$ cat src/design/gpst_pkg.sv
// shared types, constants and helpers for the gradient peak and saccade tracker
package gpst_pkg;

    localparam int SAMPLE_BITS    = 12;
    localparam int COUNT_BITS     = 8;
    localparam int CFG_COUNT_BITS = 8;
    localparam int CFG_DATA_BITS  = 12;
    localparam int CMP_BITS       = (COUNT_BITS > CFG_COUNT_BITS) ? COUNT_BITS : CFG_COUNT_BITS;

    typedef logic [SAMPLE_BITS-1:0]    t_sample;
    typedef logic [COUNT_BITS-1:0]     t_count;
    typedef logic [CFG_COUNT_BITS-1:0] t_cfg_count;

    typedef enum logic [1:0] {
        KIND_SAMPLE  = 2'd0,
        KIND_CLEAR   = 2'd1,
        KIND_NEW_RUN = 2'd2,
        KIND_UNUSED  = 2'd3
    } t_kind;

    typedef enum logic [1:0] {
        CFG_FALLS_BEFORE_SACCADE = 2'd0,
        CFG_RISES_BEFORE_FOUND   = 2'd1,
        CFG_FALLS_AFTER_PEAK     = 2'd2,
        CFG_PEAK_THRESHOLD       = 2'd3
    } t_cfg_idx;

    localparam t_cfg_count RST_FALLS_BEFORE_SACCADE = t_cfg_count'(5);
    localparam t_cfg_count RST_RISES_BEFORE_FOUND   = t_cfg_count'(3);
    localparam t_cfg_count RST_FALLS_AFTER_PEAK     = t_cfg_count'(1);
    localparam t_sample    RST_PEAK_THRESHOLD       = t_sample'(800);

    localparam t_count COUNT_MAX = {COUNT_BITS{1'b1}};

    typedef struct packed {
        t_kind   kind;
        t_sample temperature;
        t_sample concentration;
        t_sample conc_right;
        t_sample conc_left;
    } t_in_beat;

    typedef struct packed {
        logic target_found;
        logic saccade;
        logic turn_right;
    } t_out_beat;

    typedef struct packed {
        t_cfg_count falls_before_saccade;
        t_cfg_count rises_before_found;
        t_cfg_count falls_after_peak;
        t_sample    peak_threshold;
    } t_cfg;

    function automatic t_count sat_inc(input t_count v);
        return (v == COUNT_MAX) ? COUNT_MAX : t_count'(v + t_count'(1));
    endfunction

    // counter reaches configured limit
    function automatic logic cnt_ge(input t_count cnt, input t_cfg_count lim);
        return CMP_BITS'(cnt) >= CMP_BITS'(lim);
    endfunction

endpackage

$ cat src/design/gpst_cfg.sv
// configuration register file of the tracker
module gpst_cfg (
    input  logic                           i_clk,
    input  logic                           i_rst_n,
    input  logic                           i_cfg_we,
    input  logic [1:0]                     i_cfg_index,
    input  logic [gpst_pkg::CFG_DATA_BITS-1:0] i_cfg_data,
    output gpst_pkg::t_cfg                 o_cfg
);
    import gpst_pkg::*;

    t_cfg r_cfg;

    always_ff @(posedge i_clk) begin
        if (!i_rst_n) begin
            r_cfg.falls_before_saccade <= RST_FALLS_BEFORE_SACCADE;
            r_cfg.rises_before_found   <= RST_RISES_BEFORE_FOUND;
            r_cfg.falls_after_peak     <= RST_FALLS_AFTER_PEAK;
            r_cfg.peak_threshold       <= RST_PEAK_THRESHOLD;
        end else if (i_cfg_we) begin
            case (t_cfg_idx'(i_cfg_index))
                CFG_FALLS_BEFORE_SACCADE: begin
                    r_cfg.falls_before_saccade <= i_cfg_data[CFG_COUNT_BITS-1:0];
                end
                CFG_RISES_BEFORE_FOUND: begin
                    r_cfg.rises_before_found <= i_cfg_data[CFG_COUNT_BITS-1:0];
                end
                CFG_FALLS_AFTER_PEAK: begin
                    r_cfg.falls_after_peak <= i_cfg_data[CFG_COUNT_BITS-1:0];
                end
                CFG_PEAK_THRESHOLD: begin
                    r_cfg.peak_threshold <= i_cfg_data[SAMPLE_BITS-1:0];
                end
                default: begin
                end
            endcase
        end
    end

    assign o_cfg = r_cfg;

endmodule

$ cat src/design/gpst_core.sv
// tracking state and its update for one beat (sample, clear or new run)
module gpst_core (
    input  logic                i_clk,
    input  logic                i_rst_n,
    input  logic                i_en,
    input  gpst_pkg::t_in_beat  i_item,
    input  gpst_pkg::t_cfg      i_cfg,
    output gpst_pkg::t_out_beat o_res
);
    import gpst_pkg::*;

    t_sample r_prev_t, n_prev_t;
    logic    r_ptv, n_ptv;
    t_count  r_rise, n_rise;
    t_count  r_fall, n_fall;
    t_sample r_peak, n_peak;
    t_sample r_prev_c, n_prev_c;
    logic    r_pcv, n_pcv;
    t_count  r_drop, n_drop;
    logic    r_found, n_found;
    logic    sac, right;
    t_count  fall_inc, drop_inc;
    t_sample peak_sel;

    always_comb begin
        n_prev_t = r_prev_t;
        n_ptv    = r_ptv;
        n_rise   = r_rise;
        n_fall   = r_fall;
        n_peak   = r_peak;
        n_prev_c = r_prev_c;
        n_pcv    = r_pcv;
        n_drop   = r_drop;
        n_found  = r_found;
        sac      = 1'b0;
        right    = 1'b0;
        fall_inc = sat_inc(r_fall);
        drop_inc = sat_inc(r_drop);
        peak_sel = (fall_inc == t_count'(1)) ? r_prev_t : r_peak;

        case (i_item.kind)
            KIND_CLEAR: begin
                n_ptv  = 1'b0;
                n_rise = '0;
                n_fall = '0;
                n_pcv  = 1'b0;
                n_drop = '0;
            end
            KIND_NEW_RUN: begin
                n_ptv    = 1'b0;
                n_rise   = '0;
                n_fall   = '0;
                n_pcv    = 1'b0;
                n_drop   = '0;
                n_prev_t = '0;
                n_prev_c = '0;
                n_peak   = '0;
                n_found  = 1'b0;
            end
            KIND_SAMPLE: begin
                if (!r_found) begin
                    // temperature run tracking
                    if (r_ptv && (i_item.temperature > r_prev_t)) begin
                        if (r_fall != '0) begin
                            n_fall = '0;
                            n_rise = t_count'(1);
                        end else begin
                            n_rise = sat_inc(r_rise);
                        end
                    end else if (r_ptv && (i_item.temperature < r_prev_t)) begin
                        n_fall = fall_inc;
                        n_peak = peak_sel;
                        if (cnt_ge(fall_inc, i_cfg.falls_after_peak) &&
                            cnt_ge(r_rise, i_cfg.rises_before_found)) begin
                            if (peak_sel > i_cfg.peak_threshold) begin
                                n_found = 1'b1;
                            end else begin
                                n_fall = '0;
                            end
                        end
                    end
                    n_prev_t = i_item.temperature;
                    n_ptv    = 1'b1;

                    // concentration drop tracking
                    if (!n_found) begin
                        if (r_pcv && (i_item.concentration < r_prev_c)) begin
                            n_drop = drop_inc;
                            if (cnt_ge(drop_inc, i_cfg.falls_before_saccade)) begin
                                sac    = 1'b1;
                                right  = (i_item.conc_right >= i_item.conc_left);
                                n_ptv  = 1'b0;
                                n_rise = '0;
                                n_fall = '0;
                                n_pcv  = 1'b0;
                                n_drop = '0;
                            end else begin
                                n_prev_c = i_item.concentration;
                            end
                        end else begin
                            n_prev_c = i_item.concentration;
                            n_pcv    = 1'b1;
                        end
                    end
                end
            end
            default: begin
            end
        endcase
    end

    always_ff @(posedge i_clk) begin
        if (!i_rst_n) begin
            r_prev_t <= '0;
            r_ptv    <= 1'b0;
            r_rise   <= '0;
            r_fall   <= '0;
            r_peak   <= '0;
            r_prev_c <= '0;
            r_pcv    <= 1'b0;
            r_drop   <= '0;
            r_found  <= 1'b0;
        end else if (i_en) begin
            r_prev_t <= n_prev_t;
            r_ptv    <= n_ptv;
            r_rise   <= n_rise;
            r_fall   <= n_fall;
            r_peak   <= n_peak;
            r_prev_c <= n_prev_c;
            r_pcv    <= n_pcv;
            r_drop   <= n_drop;
            r_found  <= n_found;
        end
    end

    assign o_res.target_found = n_found;
    assign o_res.saccade      = sac;
    assign o_res.turn_right   = right;

`ifndef ASSERT_OFF
    a_turn_needs_saccade: assert property (@(posedge i_clk) disable iff (!i_rst_n)
        o_res.turn_right |-> o_res.saccade)
        else $error("turn_right without saccade");

    a_saccade_not_found: assert property (@(posedge i_clk) disable iff (!i_rst_n)
        o_res.saccade |-> !o_res.target_found)
        else $error("saccade while target found");

    a_new_run_clears: assert property (@(posedge i_clk) disable iff (!i_rst_n)
        (i_en && (i_item.kind == KIND_NEW_RUN)) |=>
            (!r_found && (r_rise == '0) && (r_drop == '0) && !r_ptv))
        else $error("new run left tracking state");

    a_saccade_clears: assert property (@(posedge i_clk) disable iff (!i_rst_n)
        (i_en && o_res.saccade) |=> ((r_drop == '0) && !r_pcv && (r_fall == '0)))
        else $error("saccade left tracking state");
`endif

endmodule

$ cat src/design/gradient_peak_and_saccade_tracker_top.sv
// top level of the gradient peak and saccade tracker: beat registers and handshake
// One beat is accepted per clock while the output does not stall, and its result beat
// passes two registers: the beat is first captured in the input register, then the
// tracking state is updated while the result is written to the output register.
// Throughput is one beat per cycle when the output does not stall;
// a stall on the output backs up through both registers to the input.
// Configuration writes take effect on the next clock.
module gradient_peak_and_saccade_tracker_top (
    input  logic                               i_clk,
    input  logic                               i_rst_n,
    input  logic                               i_in_valid,
    output logic                               o_in_stall,
    input  gpst_pkg::t_in_beat                 i_in_data,
    output logic                               o_out_valid,
    input  logic                               i_out_stall,
    output gpst_pkg::t_out_beat                o_out_data,
    input  logic                               i_cfg_we,
    input  logic [1:0]                         i_cfg_index,
    input  logic [gpst_pkg::CFG_DATA_BITS-1:0] i_cfg_data
);
    import gpst_pkg::*;

    t_in_beat  r_in;
    logic      r_in_vld;
    t_out_beat r_out;
    logic      r_out_vld;
    t_out_beat res;
    t_cfg      cfg;
    logic      adv;
    logic      in_take;

    assign adv        = r_in_vld && (!r_out_vld || !i_out_stall);
    assign o_in_stall = r_in_vld && !adv;
    assign in_take    = i_in_valid && !o_in_stall;

    gpst_cfg u_cfg (
        .i_clk       (i_clk),
        .i_rst_n     (i_rst_n),
        .i_cfg_we    (i_cfg_we),
        .i_cfg_index (i_cfg_index),
        .i_cfg_data  (i_cfg_data),
        .o_cfg       (cfg)
    );

    gpst_core u_core (
        .i_clk   (i_clk),
        .i_rst_n (i_rst_n),
        .i_en    (adv),
        .i_item  (r_in),
        .i_cfg   (cfg),
        .o_res   (res)
    );

    always_ff @(posedge i_clk) begin
        if (!i_rst_n) begin
            r_in_vld <= 1'b0;
        end else if (in_take) begin
            r_in_vld <= 1'b1;
        end else if (adv) begin
            r_in_vld <= 1'b0;
        end
    end

    always_ff @(posedge i_clk) begin
        if (in_take) begin
            r_in <= i_in_data;
        end
    end

    always_ff @(posedge i_clk) begin
        if (!i_rst_n) begin
            r_out_vld <= 1'b0;
        end else if (adv) begin
            r_out_vld <= 1'b1;
        end else if (!i_out_stall) begin
            r_out_vld <= 1'b0;
        end
    end

    always_ff @(posedge i_clk) begin
        if (adv) begin
            r_out <= res;
        end
    end

    assign o_out_valid = r_out_vld;
    assign o_out_data  = r_out;

`ifndef ASSERT_OFF
    a_adv_needs_beat: assert property (@(posedge i_clk) disable iff (!i_rst_n)
        adv |-> r_in_vld)
        else $error("core advanced without a beat");

    a_adv_fills_out: assert property (@(posedge i_clk) disable iff (!i_rst_n)
        adv |=> r_out_vld)
        else $error("result beat lost");

    a_stall_holds_in: assert property (@(posedge i_clk) disable iff (!i_rst_n)
        o_in_stall |=> r_in_vld)
        else $error("held input beat dropped");
`endif

endmodule
$ cat config.mk
export PLATFORM = sky130hd
export DESIGN_NAME = gradient_peak_and_saccade_tracker_top
export DESIGN_NICKNAME = d
export VERILOG_FILES = /design/src/design/gpst_pkg.sv /design/src/design/gpst_cfg.sv /design/src/design/gpst_core.sv /design/src/design/gradient_peak_and_saccade_tracker_top.sv
export SDC_FILE = /design/constraint.sdc
export NUM_CORES = 1
export LEC_CHECK = 0
export ABC_AREA = 1
export BUFFER_PORTS_ARGS = -buffer_cell sky130_fd_sc_hd__buf_2
export CAP_MARGIN = 5
export CORE_AREA = 2 2 141 143
export CTS_BUF_LIST = sky130_fd_sc_hd__clkbuf_4
export DETAILED_ROUTE_END_ITERATION = 6
export DIE_AREA = 0 0 143 145
export SETUP_SLACK_MARGIN = 0.2
export SLEW_MARGIN = 20
export SYNTH_ARGS = -nofsm -noshare
export SYNTH_HDL_FRONTEND = slang
export SYNTH_SLANG_ARGS = --single-unit
$ cat constraint.sdc
create_clock -name i_clk -period 7.1 [get_ports i_clk]
set_input_delay 0.71 -clock i_clk [delete_from_list [all_inputs] [get_ports i_clk]]
set_output_delay 0.71 -clock i_clk [all_outputs]
set_load 0.01 [all_outputs]
==> summary.md, run 1 <==
| Metric | Value |
|---|---|
| Max-slew violations | 0 |
| CTS Hold Bufs | 0 |
| Main synth FF type | dfxtp_1 |
| Sink Count | 154 |
| First-pass GRT wire length | 30800 µm |
| Buf/Inv on CP | 2 |
| Layout Nets | 1326 |
| Hold slack | 277 ps |
| Worst Path Max Fanout | 17 |
| Commonest cells after routing, fill and taps aside | nand2_1 (271), inv_1 (186), a21oi_1 (110), dfxtp_1 (101) |
| Slew Limit Headroom | 0.352 |
| RSZ-0062 raised after global routing | false |
| Row cnt | 51 |
| Status | finished clean |
| Die Y | 145 µm |
| PortBufs | 73 |
| Synth Warn # | 0 |
| Peak supply drop | 0.138 mV |
| Final TNS setup | 0 ps |
| Required time of the critical path | 7590 ps |
| WP data arrival | 4500 ps |
| Wire per inst | 12.4 µm |
| DRC viols | 0 |
| 1st-iter DRT viols | 377 |
| DRT Pass-1 Iters | 5 |
| Post-synth EDFFs | 53 |
| CTS tree | built |
| Yosys cell types | 37 |
| Commonest non-fill, non-tap cell in the layout | nand2_1 |
| Seq cells post-synth | 154 |
| Vias in the first global route | 6486 |
| Flop pwr share | 0.557 |
| Internal | 0.00122 W |
| R2R Setup Slk | 3090 ps |
| Routed wire length | 18100 µm |
| Fill cells | 1930 |
| CORE AREA | 19200 µm² |
| Hold Path Class | input pin to register |
| DP HPWL | 13400 µm |
| Vias/cell | 4.81 |
| Sw Ratio | 0.297 |
| Sequential area share after synthesis | 0.425 |
| Gr usage total | 0.185 |
| CTS Buffer Depth | 2 |
| Synth Instances | 1118 |
| Clk slew on worst S/H paths | 160 ps |
| Worst Path Class, Setup | register to register |
| Most frequent CP cell | nand2_1 |
| Worst setup path end | u_core.r_prev_c[1] |
| Final ANT Viol Nets | 0 |
| Crit path largest cell delay | 460 ps |
| Grt total ovfl | 0 |
| Mapped cell area | 8500 µm² |
| GPL Wtd Cong | 0.830 |
| Fin crit period | 4010 ps |
| Inserted Clock Buffers | 17 |
| Critical R2R Launch | u_core.r_fall[0] |
| Cts repair resizes | 0 |
| Worst setup EP type | register |
| Post-synthesis async set-or-reset flop share | 0 |
| Num ports | 74 |
| CTS H-tree lvls | 4 |
| Reg2Reg Depth | 25 |
| Critical path startpoint | u_core.r_fall[0] |
| Starting Density | 0.442 |
| Clk pwr share | 0.324 |
| PnR worst setup slack | 3090 ps |
| Critical R2R Capture | u_core.r_prev_c[1] |
| Share of cells above drive strength 1 | 0.117 |
| Fin Clk Skew | 26.0 ps |
| Finish-stage setup viols | 0 |
| Total number of vias | 7017 |
| Logic pwr share | 0.119 |
| Worst-Skew Late Latency | 590 ps |
| Initial antenna violation count | 2 |
| P&R area growth vs syn | 10.3% |
| Fmax achieved | 0.250 GHz |
| Post-Route Utilization | 0.488 |
| Leak pwr | 4.39 nW |
| Critical path depth | 25 |
| Syn nets | 1264 |
| Clock Tree Root | clkbuf_4 |
| # Max-Cap Violations | 0 |
| Largest net degree at the start of global routing | 55 |
| Worst-Margin Slew | 971 ps |
| Avg Synthesized Cell Area | 7.60 µm² |
| Die ar. | 20700 µm² |
| CP delay by family, top | simple AND/OR/NAND/NOR gates |
| Die Width | 143 µm |
| Startpoint Class | register |
| PD cells | 185 nW/µm² |
| Net Sw Power | 0.000516 W |
| Hold Vio Cnt, Final | 0 |
| Postcts setup bufs | 0 |
| Final worst-path cycle share | 0.564 |
| Worst path slowest cell | dfxtp_1 |
| Pre-CTS WS | 3130 ps |
==> cells in the mapped netlist (6+ instances only) <==
cell type  number  share of area
inv_1         187          0.083
ha_1           77           0.11
nor2_1         77          0.034
clkbuf_1       20         0.0088
nand4_1        20          0.015
buf_2           7         0.0041
o21ai_0        69          0.041
edfxtp_1       53           0.19
and2_1         11         0.0081
nand2_1       271           0.12
dfxtp_1       101           0.24
a21oi_1       110          0.065
nand3_1        56          0.033
nor3_1          6         0.0035
==> layer usage <==
metal | routed length, µm | global-route usage | vias to the layer above
met3 | 991 | 0.0531 | 19
met4 | 209 | 0.0446 | 2
met5 | 13 | 0 | -
met2 | 8130 | 0.296 | 145
li1 | - | - | 3732
met1 | 8800 | 0.245 | 3119
==> power by group through the flow <==
stage	sequential [W]	combinational (W)	clock, W
finish	0.000966	0.000207	0.000563
global placement	0.000986	0.000205	0
CTS	0.000967	0.000210	0.000585
floorplan	0.000982	0.000147	0
global route	0.000971	0.000245	0.000625
detailed placement	0.000986	0.000208	0
==> flip-flops by register name (all words and copies together) (netlist names), 3 cells and up <==
signal,flops
u_core.r_drop,8
u_core.r_prev_t,12
u_cfg.o_cfg,36
o_out_data,3
u_core.r_rise,8
u_core.r_prev_c,12
r_in,50
u_core.r_fall,8
u_core.r_peak,12
==> cell type report <==
| cell class | count | area, µm² | share of cell area |
|---|---|---|---|
| flip-flops and latches | 154 | 3610 | 0.386 |
| clock buffers | 17 | 128 | 0.0136 |
| repair buffers | 76 | 388 | 0.0414 |
| clock inverters | 15 | 179 | 0.0191 |
| well taps | 265 | 332 | 0.0354 |
| diodes | 1 | 2.50 | 0.000267 |
| multi-input cells | 738 | 4010 | 0.427 |
| inverters | 193 | 724 | 0.0773 |
==> logic make-up after synthesis <==
kind of cell | count (synthesis) | synth area share
AO/OA/AOI/OAI | 195 | 0.120
flip-flops | 154 | 0.425
buffers and inverters | 226 | 0.104
XOR/XNOR | 3 | 0.00309
adder cells (fa/ha/maj) | 77 | 0.113
AND/OR/NAND/NOR | 463 | 0.235
==> through the flow <==
step	cell area (µm²)	std cells	total power [W]
2_1_floorplan	8500	1118	0.00113
3_3_place_gp	9060	1426	0.00119
3_5_place_dp	9060	1426	0.00119
4_1_cts	9370	1458	0.00176
5_1_grt	9370	1459	0.00184
6_report	9370	1459	0.00174
==> how the worst min path moves through the flow <==
| stage | startpoint | to | cells past startpoint |
|---|---|---|---|
| after floorplan | u_cfg.o_cfg[10] | u_cfg.o_cfg[10] | 2 |
| after global placement | u_core.r_peak[1] | u_core.r_peak[1] | 2 |
| final | i_in_data[32] | r_in[32] | 1 |
| after global routing | i_in_data[26] | r_in[26] | 1 |
| after CTS | i_in_data[32] | r_in[32] | 1 |
| after detailed placement | u_cfg.o_cfg[29] | u_cfg.o_cfg[29] | 2 |
==> worst reg2reg max path, cell delays in order, from the launching register on <==
cell	delay, ps
dfxtp_1	460
ha_1	250
nand3_2	130
nor2_4	130
nand3_2	110
nor2_4	150
inv_2	60
o21ai_2	90
nor2_2	150
nand2_2	220
nand2_1	100
and2_1	160
ha_1	290
nand2_1	70
nor2_1	130
nand2_1	100
inv_1	80
nand2_1	50
nand3_1	50
nand2_1	60
nor2_1	80
nand3_1	370
nand3_2	450
nand2_1	90
nand2_1	70
nor2_1	40
(Power assumes the default switching activity.)
==> run 2, diff against run 1 <==
==> constraint.sdc (replaced) <==
create_clock -name i_clk -period 3.7 [get_ports i_clk]
set_input_delay 0.37 -clock i_clk [delete_from_list [all_inputs] [get_ports i_clk]]
set_output_delay 0.37 -clock i_clk [all_outputs]
set_load 0.01 [all_outputs]
==> run 2 against run 1 <==
Combinational power rose by 130%; register-to-register slack got worse by 2800 ps; routed wire length rose by 14%; fmax rose by 19%; die area did not move; first-iteration DRC count rose by 13%; worst setup slack got worse by 2800 ps; clock skew fell by 5.9 ps; critical path type unchanged; largest power group unchanged; highest routed layer is now met4.
==> summary.md, run 2 (synthesized netlist as in run 1, its figures left out) <==
| Metric | Value |
|---|---|
| Final TNS setup | 0 ps (unchanged) |
| Required time of the critical path | 4190 ps (-3400 ps) |
| Starting Density | 0.442 (unchanged) |
| Total number of vias | 7460 (+6.3%) |
| CTS tree | built |
| Row cnt | 51 (unchanged) |
| PortBufs | 73 (unchanged) |
| Commonest non-fill, non-tap cell in the layout | nand2_1 |
| Crit path largest cell delay | 410 ps (-50 ps) |
| Fin crit period | 3380 ps (-628 ps) |
| DP HPWL | 13800 µm (+3.3%) |
| Status | finished clean |
| Max reg flops | 50 (unchanged) |
| Share of cells above drive strength 1 | 0.182 (+0.0653) |
| Die Width | 143 µm (unchanged) |
| Layout Nets | 1409 (+6.3%) |
| Clock Tree Root | clkbuf_4 |
| Finish-stage setup viols | 0 (unchanged) |
| Initial antenna violation count | 1 (-1) |
| Fmax achieved | 0.296 GHz (+19%) |
| Design Power | 0.00352 W (+100%) |
| WP data arrival | 3870 ps (-630 ps) |
| Peak supply drop | 0.225 mV (+63%) |
| Hold slack | 85.2 ps (-192 ps) |
| Routed wire length | 20700 µm (+14%) |
| Die ar. | 20700 µm² (unchanged) |
| Worst setup EP type | register |
| Grt total ovfl | 0 (unchanged) |
| Worst Path Class, Setup | register to register |
| RSZ-0062 raised after global routing | true |
| PnR worst setup slack | 320 ps (-2770 ps) |
| DRC viols | 0 (unchanged) |
| Worst path slowest cell | dfxtp_4 |
| Max-slew violations | 0 (unchanged) |
| Die Y | 145 µm (unchanged) |
| Pre-CTS WS | -5.32 ps (-3140 ps) |
| Gr usage total | 0.194 (+0.00918) |
| CTS Buffer Depth | 2 (unchanged) |
| Worst-Skew Late Latency | 590 ps (about the same) |
| Worst Path Max Fanout | 6 (-11) |
| Placed insts | 1434 (+0.56%) |
| Commonest cells after routing, fill and taps aside | nand2_1 (258), inv_1 (186), a21oi_1 (104), dfxtp_1 (97) |
| Largest net degree at the start of global routing | 54 (-1.8%) |
| DRT Pass-1 Iters | 5 (unchanged) |
| Final cell count without fillers | 1542 (+5.7%) |
| P&R area growth vs syn | 25.0% |
| Vias/cell | 4.84 (+0.59%) |
| Largest reg by FF count | r_in |
| Vias in the first global route | 6668 (+2.8%) |
| CORE AREA | 19200 µm² (unchanged) |
| Leak pwr | 4.93 nW (+12%) |
| Worst-Margin Slew | 1060 ps (+89.2 ps) |
| GPL Wtd Cong | 0.846 (+1.9%) |
| Final worst-path cycle share | 0.913 (+0.349) |
| Sink Count | 154 (unchanged) |
| Hold Path Class | input pin to register |
| Startpoint Class | register |
| Clk slew on worst S/H paths | 150 ps (about the same) |
| CP Cell Sequence | ha_4 -> nand3_4 -> nor2_4 -> nand3_4 -> o21ai_2 -> nand2_2 -> nor2_4 -> clkbuf_16 -> nand3_2 -> and2_4 -> ha_4 -> nand2_2 -> nor2_4 -> nand2_2 -> a21oi_2 -> nor2_1 -> nor2_1 -> nand3_2 -> a21oi_4 -> buf_12 -> nand2_1 -> a21oi_1 |
| Hold Vio Cnt, Final | 0 (unchanged) |
| Slew Limit Headroom | 0.288 (-0.0644) |
| # Max-Cap Violations | 0 (unchanged) |
| PD cells | 331 nW/µm² (+79%) |
| Wire per inst | 13.4 µm (+8.1%) |
| Inserted Clock Buffers | 17 (unchanged) |
| First-pass GRT wire length | 32300 µm (+4.6%) |
| Fin Clk Skew | 20.0 ps (-5.93 ps) |
| CTS H-tree lvls | 4 (unchanged) |
| Final ANT Viol Nets | 0 (unchanged) |
| Num ports | 74 (unchanged) |
| 1st-iter DRT viols | 425 (+13%) |
[run 2: cell types whose count changed in the layout (fill, tap and decap cells not counted), sizes merged]
cell / previous run / this run
clkbuf: 17 / 19
bufinv: 1 / 3
buf: 76 / 103
clkinv: 5 / 3
clkinvlp: 3 / 0
nand2: 274 / 275
inv: 199 / 202
dlygate4sd3: 0 / 52
nor2: 87 / 88
[run 2: final timing paths]
check | startpoint | endpoint | slack (ps) | cells past startpoint
setup / recovery | u_core.r_fall[0] | u_core.r_fall[2] | 320 | 22
hold / removal | i_in_valid | r_in_vld | 90 | 3
setup reg to reg | u_core.r_fall[0] | u_core.r_fall[2] | 320 | 22
hold reg to reg | u_core.r_peak[5] | u_core.r_peak[5] | 470 | 2
[run 2: power by group]
group / total, W / internal [W] / switching (W)
Clock: 0.00118 / 0.000497 / 0.000688
Combinational: 0.000485 / 0.000202 / 0.000283
Sequential: 0.00185 / 0.00182 / 0.0000287
[run 2: metal layers]
| layer | GRT usage | part of all wire | up-vias |
|---|---|---|---|
| met1 | 0.264 | 0.48 | 3415 |
| met5 | 0 | 0 | - |
| li1 | - | - | 3901 |
| met2 | 0.315 | 0.47 | 125 |
| met4 | 0.0490 | 0.013 | 0 |
| met3 | 0.0389 | 0.035 | 19 |
[run 2: final cells by class]
cell class	instances	area, µm²
Fill cell	1771	8580
Antenna cell	1	2.50
Sequential cell	154	3630
Inverter	193	724
Multi-Input combinational cell	740	4410
Tap cell	265	332
Clock inverter	15	199
Timing Repair Buffer	157	1210
Clock buffer	17	128
[run 2: critical path: cells and delay by family (launching register included)]
family	cells	cell delay [ps]
fa+ha+maj	2	420
simple gates	14	1420
flops	1	410
compound gates	4	660
buf+inv	2	360
[run 2: through the flow]
step	cell area, µm²	utilization
global route	10600	0.553
finish	10600	0.553
global placement	9140	0.476
CTS	10100	0.524
floorplan	8500	-
detailed placement	9140	0.476
[run 2: repair_timing]
| action | CTS | global route |
|---|---|---|
| endpoints found under the hold margin | 52 | 0 |
| setup endpoints to repair | 42 | 42 |
| cloned | 0 | 4 |
| pin swaps | 2 | 38 |
| buffers inserted | 3 | 16 |
| hold buffers | 52 | 0 |
| resized for setup | 10 | 75 |
==> run 3, diff against run 2 <==
--- a/config.mk
+++ b/config.mk
@@ -12,7 +12,7 @@
 export CTS_BUF_LIST = sky130_fd_sc_hd__clkbuf_4
 export DETAILED_ROUTE_END_ITERATION = 6
 export DIE_AREA = 0 0 143 145
-export SETUP_SLACK_MARGIN = 0.2
+export SETUP_SLACK_MARGIN = 0.5
 export SLEW_MARGIN = 20
 export SYNTH_ARGS = -nofsm -noshare
 export SYNTH_HDL_FRONTEND = slang
==> run 3 against run 2 <==
First-iteration DRC count grew 1.9%; sequential power is essentially flat; combinational power grew 4%; hold slack gained 2.4 ps; sequential cell count is the same; final cell count grew 0.19%; register-to-register slack lost 96 ps; sequential share of layout area shrank 0.43 points; clock-buffer cell count grew 1; critical path depth is the same; largest power group unchanged.
==> summary.md, run 3 (synthesized netlist as in run 1, its figures left out) <==
| Metric | Value |
|---|---|
| Hold Vio Cnt, Final | 0 (unchanged) |
| Sink Count | 154 (unchanged) |
| Total number of vias | 7550 (+1.2%) |
| Max-slew violations | 0 (unchanged) |
| Clk slew on worst S/H paths | 140 ps (about the same) |
| Commonest non-fill, non-tap cell in the layout | nand2_1 |
| PD cells | 314 nW/µm² (-5.1%) |
| Required time of the critical path | 4190 ps (about the same) |
| Internal | 0.00239 W (-5.4%) |
| Inserted Clock Buffers | 17 (unchanged) |
| Share of cells above drive strength 1 | 0.205 (+0.0230) |
| Flop pwr share | 0.548 (+0.022) |
| Clock Tree Root | clkbuf_4 |
| Gr usage total | 0.198 (+0.00388) |
| Die Y | 145 µm (unchanged) |
| Hold Path Class | input pin to register |
| Die ar. | 20700 µm² (unchanged) |
| Design Power | 0.00338 W (-4.0%) |
| Leak pwr | 4.92 nW (-0.29%) |
| Finish-stage setup viols | 0 (unchanged) |
| Final TNS setup | 0 ps (unchanged) |
| Clk pwr share | 0.303 (-0.033) |
| 1st-iter DRT viols | 433 (+1.9%) |
| Grt total ovfl | 0 (unchanged) |
| Vias in the first global route | 6805 (+2.1%) |
| Layout Nets | 1412 (+0.21%) |
| Fmax achieved | 0.288 GHz (-2.8%) |
| Final ANT Viol Nets | 0 (unchanged) |
| Slew Limit Headroom | 0.313 (+0.0253) |
| WP data arrival | 3960 ps (+90 ps) |
| P&R area growth vs syn | 26.5% |
| Largest reg by FF count | r_in |
| First-pass GRT wire length | 32900 µm (+2.1%) |
| # Max-Cap Violations | 0 (unchanged) |
| CTS tree | built |
| Fill cells | 1747 (-1.4%) |
| Die Width | 143 µm (unchanged) |
| Routed wire length | 21100 µm (+1.7%) |
| Num ports | 74 (unchanged) |
| RSZ-0062 raised after global routing | true |
| CTS H-tree lvls | 4 (unchanged) |
| Commonest cells after routing, fill and taps aside | nand2_1 (239), inv_1 (184), dfxtp_1 (97), a21oi_1 (96), buf_2 (73) |
| Worst-Margin Slew | 1020 ps (-37.6 ps) |
| PortBufs | 73 (unchanged) |
| Worst Path Class, Setup | register to register |
| Wire per inst | 13.6 µm (+1.5%) |
| Worst setup EP type | register |
| Net Sw Power | 0.000993 W (-0.56%) |
| DP HPWL | 13800 µm (-0.58%) |
| CORE AREA | 19200 µm² (unchanged) |
| CTS Buffer Depth | 2 (unchanged) |
| Startpoint Class | register |
| Row cnt | 51 (unchanged) |
| Initial antenna violation count | 1 (unchanged) |
| Sw Ratio | 0.294 (+0.0102) |
| Peak supply drop | 0.358 mV (+59%) |
| Worst-Skew Late Latency | 570 ps (-20 ps) |
| Max reg flops | 50 (unchanged) |
| DRC viols | 0 (unchanged) |
| GPL Wtd Cong | 0.837 (-1.0%) |
| Status | finished clean |
| Fin crit period | 3480 ps (+96.1 ps) |
| Vias/cell | 4.89 (+1.0%) |
| Worst Path Max Fanout | 6 (unchanged) |
| Post-Route Utilization | 0.560 (+0.00664) |
| Fin Clk Skew | 24.5 ps (+4.45 ps) |
| Final worst-path cycle share | 0.939 (+0.0260) |
| DRT Pass-1 Iters | 5 (unchanged) |
| Largest net degree at the start of global routing | 54 (unchanged) |
| Logic pwr share | 0.149 (+0.011) |
| Starting Density | 0.442 (unchanged) |
run 3: path summary, 6_finish.rpt:
path,from,end,slack (ps),depth (start not counted)
setup / recovery,u_core.r_fall[1],u_core.r_rise[1],220,22
hold / removal,i_in_valid,r_in_vld,90,3
setup reg to reg,u_core.r_fall[1],u_core.r_rise[1],220,22
hold reg to reg,u_cfg.o_cfg[23],u_cfg.o_cfg[23],470,2
run 3: worst max-delay path: stages, from the launching register on:
cell	delay, ps
dfxtp_4	410
ha_4	150
nand3_4	80
nor2_4	170
nand3_4	110
o21ai_4	210
nand2_4	90
nor2_4	210
buf_6	160
nand3_2	80
and2_4	160
ha_4	270
nand2_4	50
nor2_4	110
nand2_2	90
a21oi_2	110
nor2_1	50
nor2_1	140
nand3_2	140
a21oi_4	250
clkbuf_16	200
nand2_1	50
a21oi_1	110
run 3: metal layers:
layer	part of all wire	up-vias	wire (µm)	global-route usage
met4	0.014	0	292	0.0569
met3	0.044	23	928	0.0426
met1	0.47	3421	9910	0.267
met2	0.47	189	9940	0.318
met5	0	-	0	0
li1	-	3917	-	-
run 3: area by class of cell:
| class | count | area [µm²] | area share |
|---|---|---|---|
| multi-input cells | 744 | 4610 | 0.429 |
| flip-flops and latches | 154 | 3620 | 0.337 |
| repair buffers | 156 | 1190 | 0.111 |
| inverters | 193 | 724 | 0.0674 |
| well taps | 265 | 332 | 0.0308 |
| clock inverters | 14 | 136 | 0.0127 |
| clock buffers | 18 | 135 | 0.0126 |
| diodes | 1 | 2.50 | 0.000233 |
run 3: through the flow:
stage / hold WS (ps) / setup WS (ps) / cells / instance area (µm²)
after global routing: 34.8 / 20.5 / 1545 / 10800
after detailed placement: 454 / 66.4 / 1435 / 9150
after global placement: 451 / 143 / 1435 / 9150
after CTS: 37.2 / 357 / 1529 / 10200
after floorplan: 435 / 505 / 1118 / 8510
final: 87.6 / 224 / 1545 / 10800
run 3: what timing repair did:
item                       in CTS  in global routing
setup buffers                   5                 13
hold endpoints to repair       52                  0
pin swaps                       7                 42
gates resized for setup        34                100
cloned                          5                  2
hold buffers                   52                  0
setup endpoints to repair      42                 42
run 3: power by group through the flow:
stage	Clock (W)	Sequential, W	Combinational, W
4_1_cts	0.00105	0.00185	0.000460
5_1_grt	0.00112	0.00186	0.000578
2_1_floorplan	0	0.00188	0.000283
3_3_place_gp	0	0.00189	0.000399
3_5_place_dp	0	0.00189	0.000407
6_report	0.00102	0.00185	0.000503
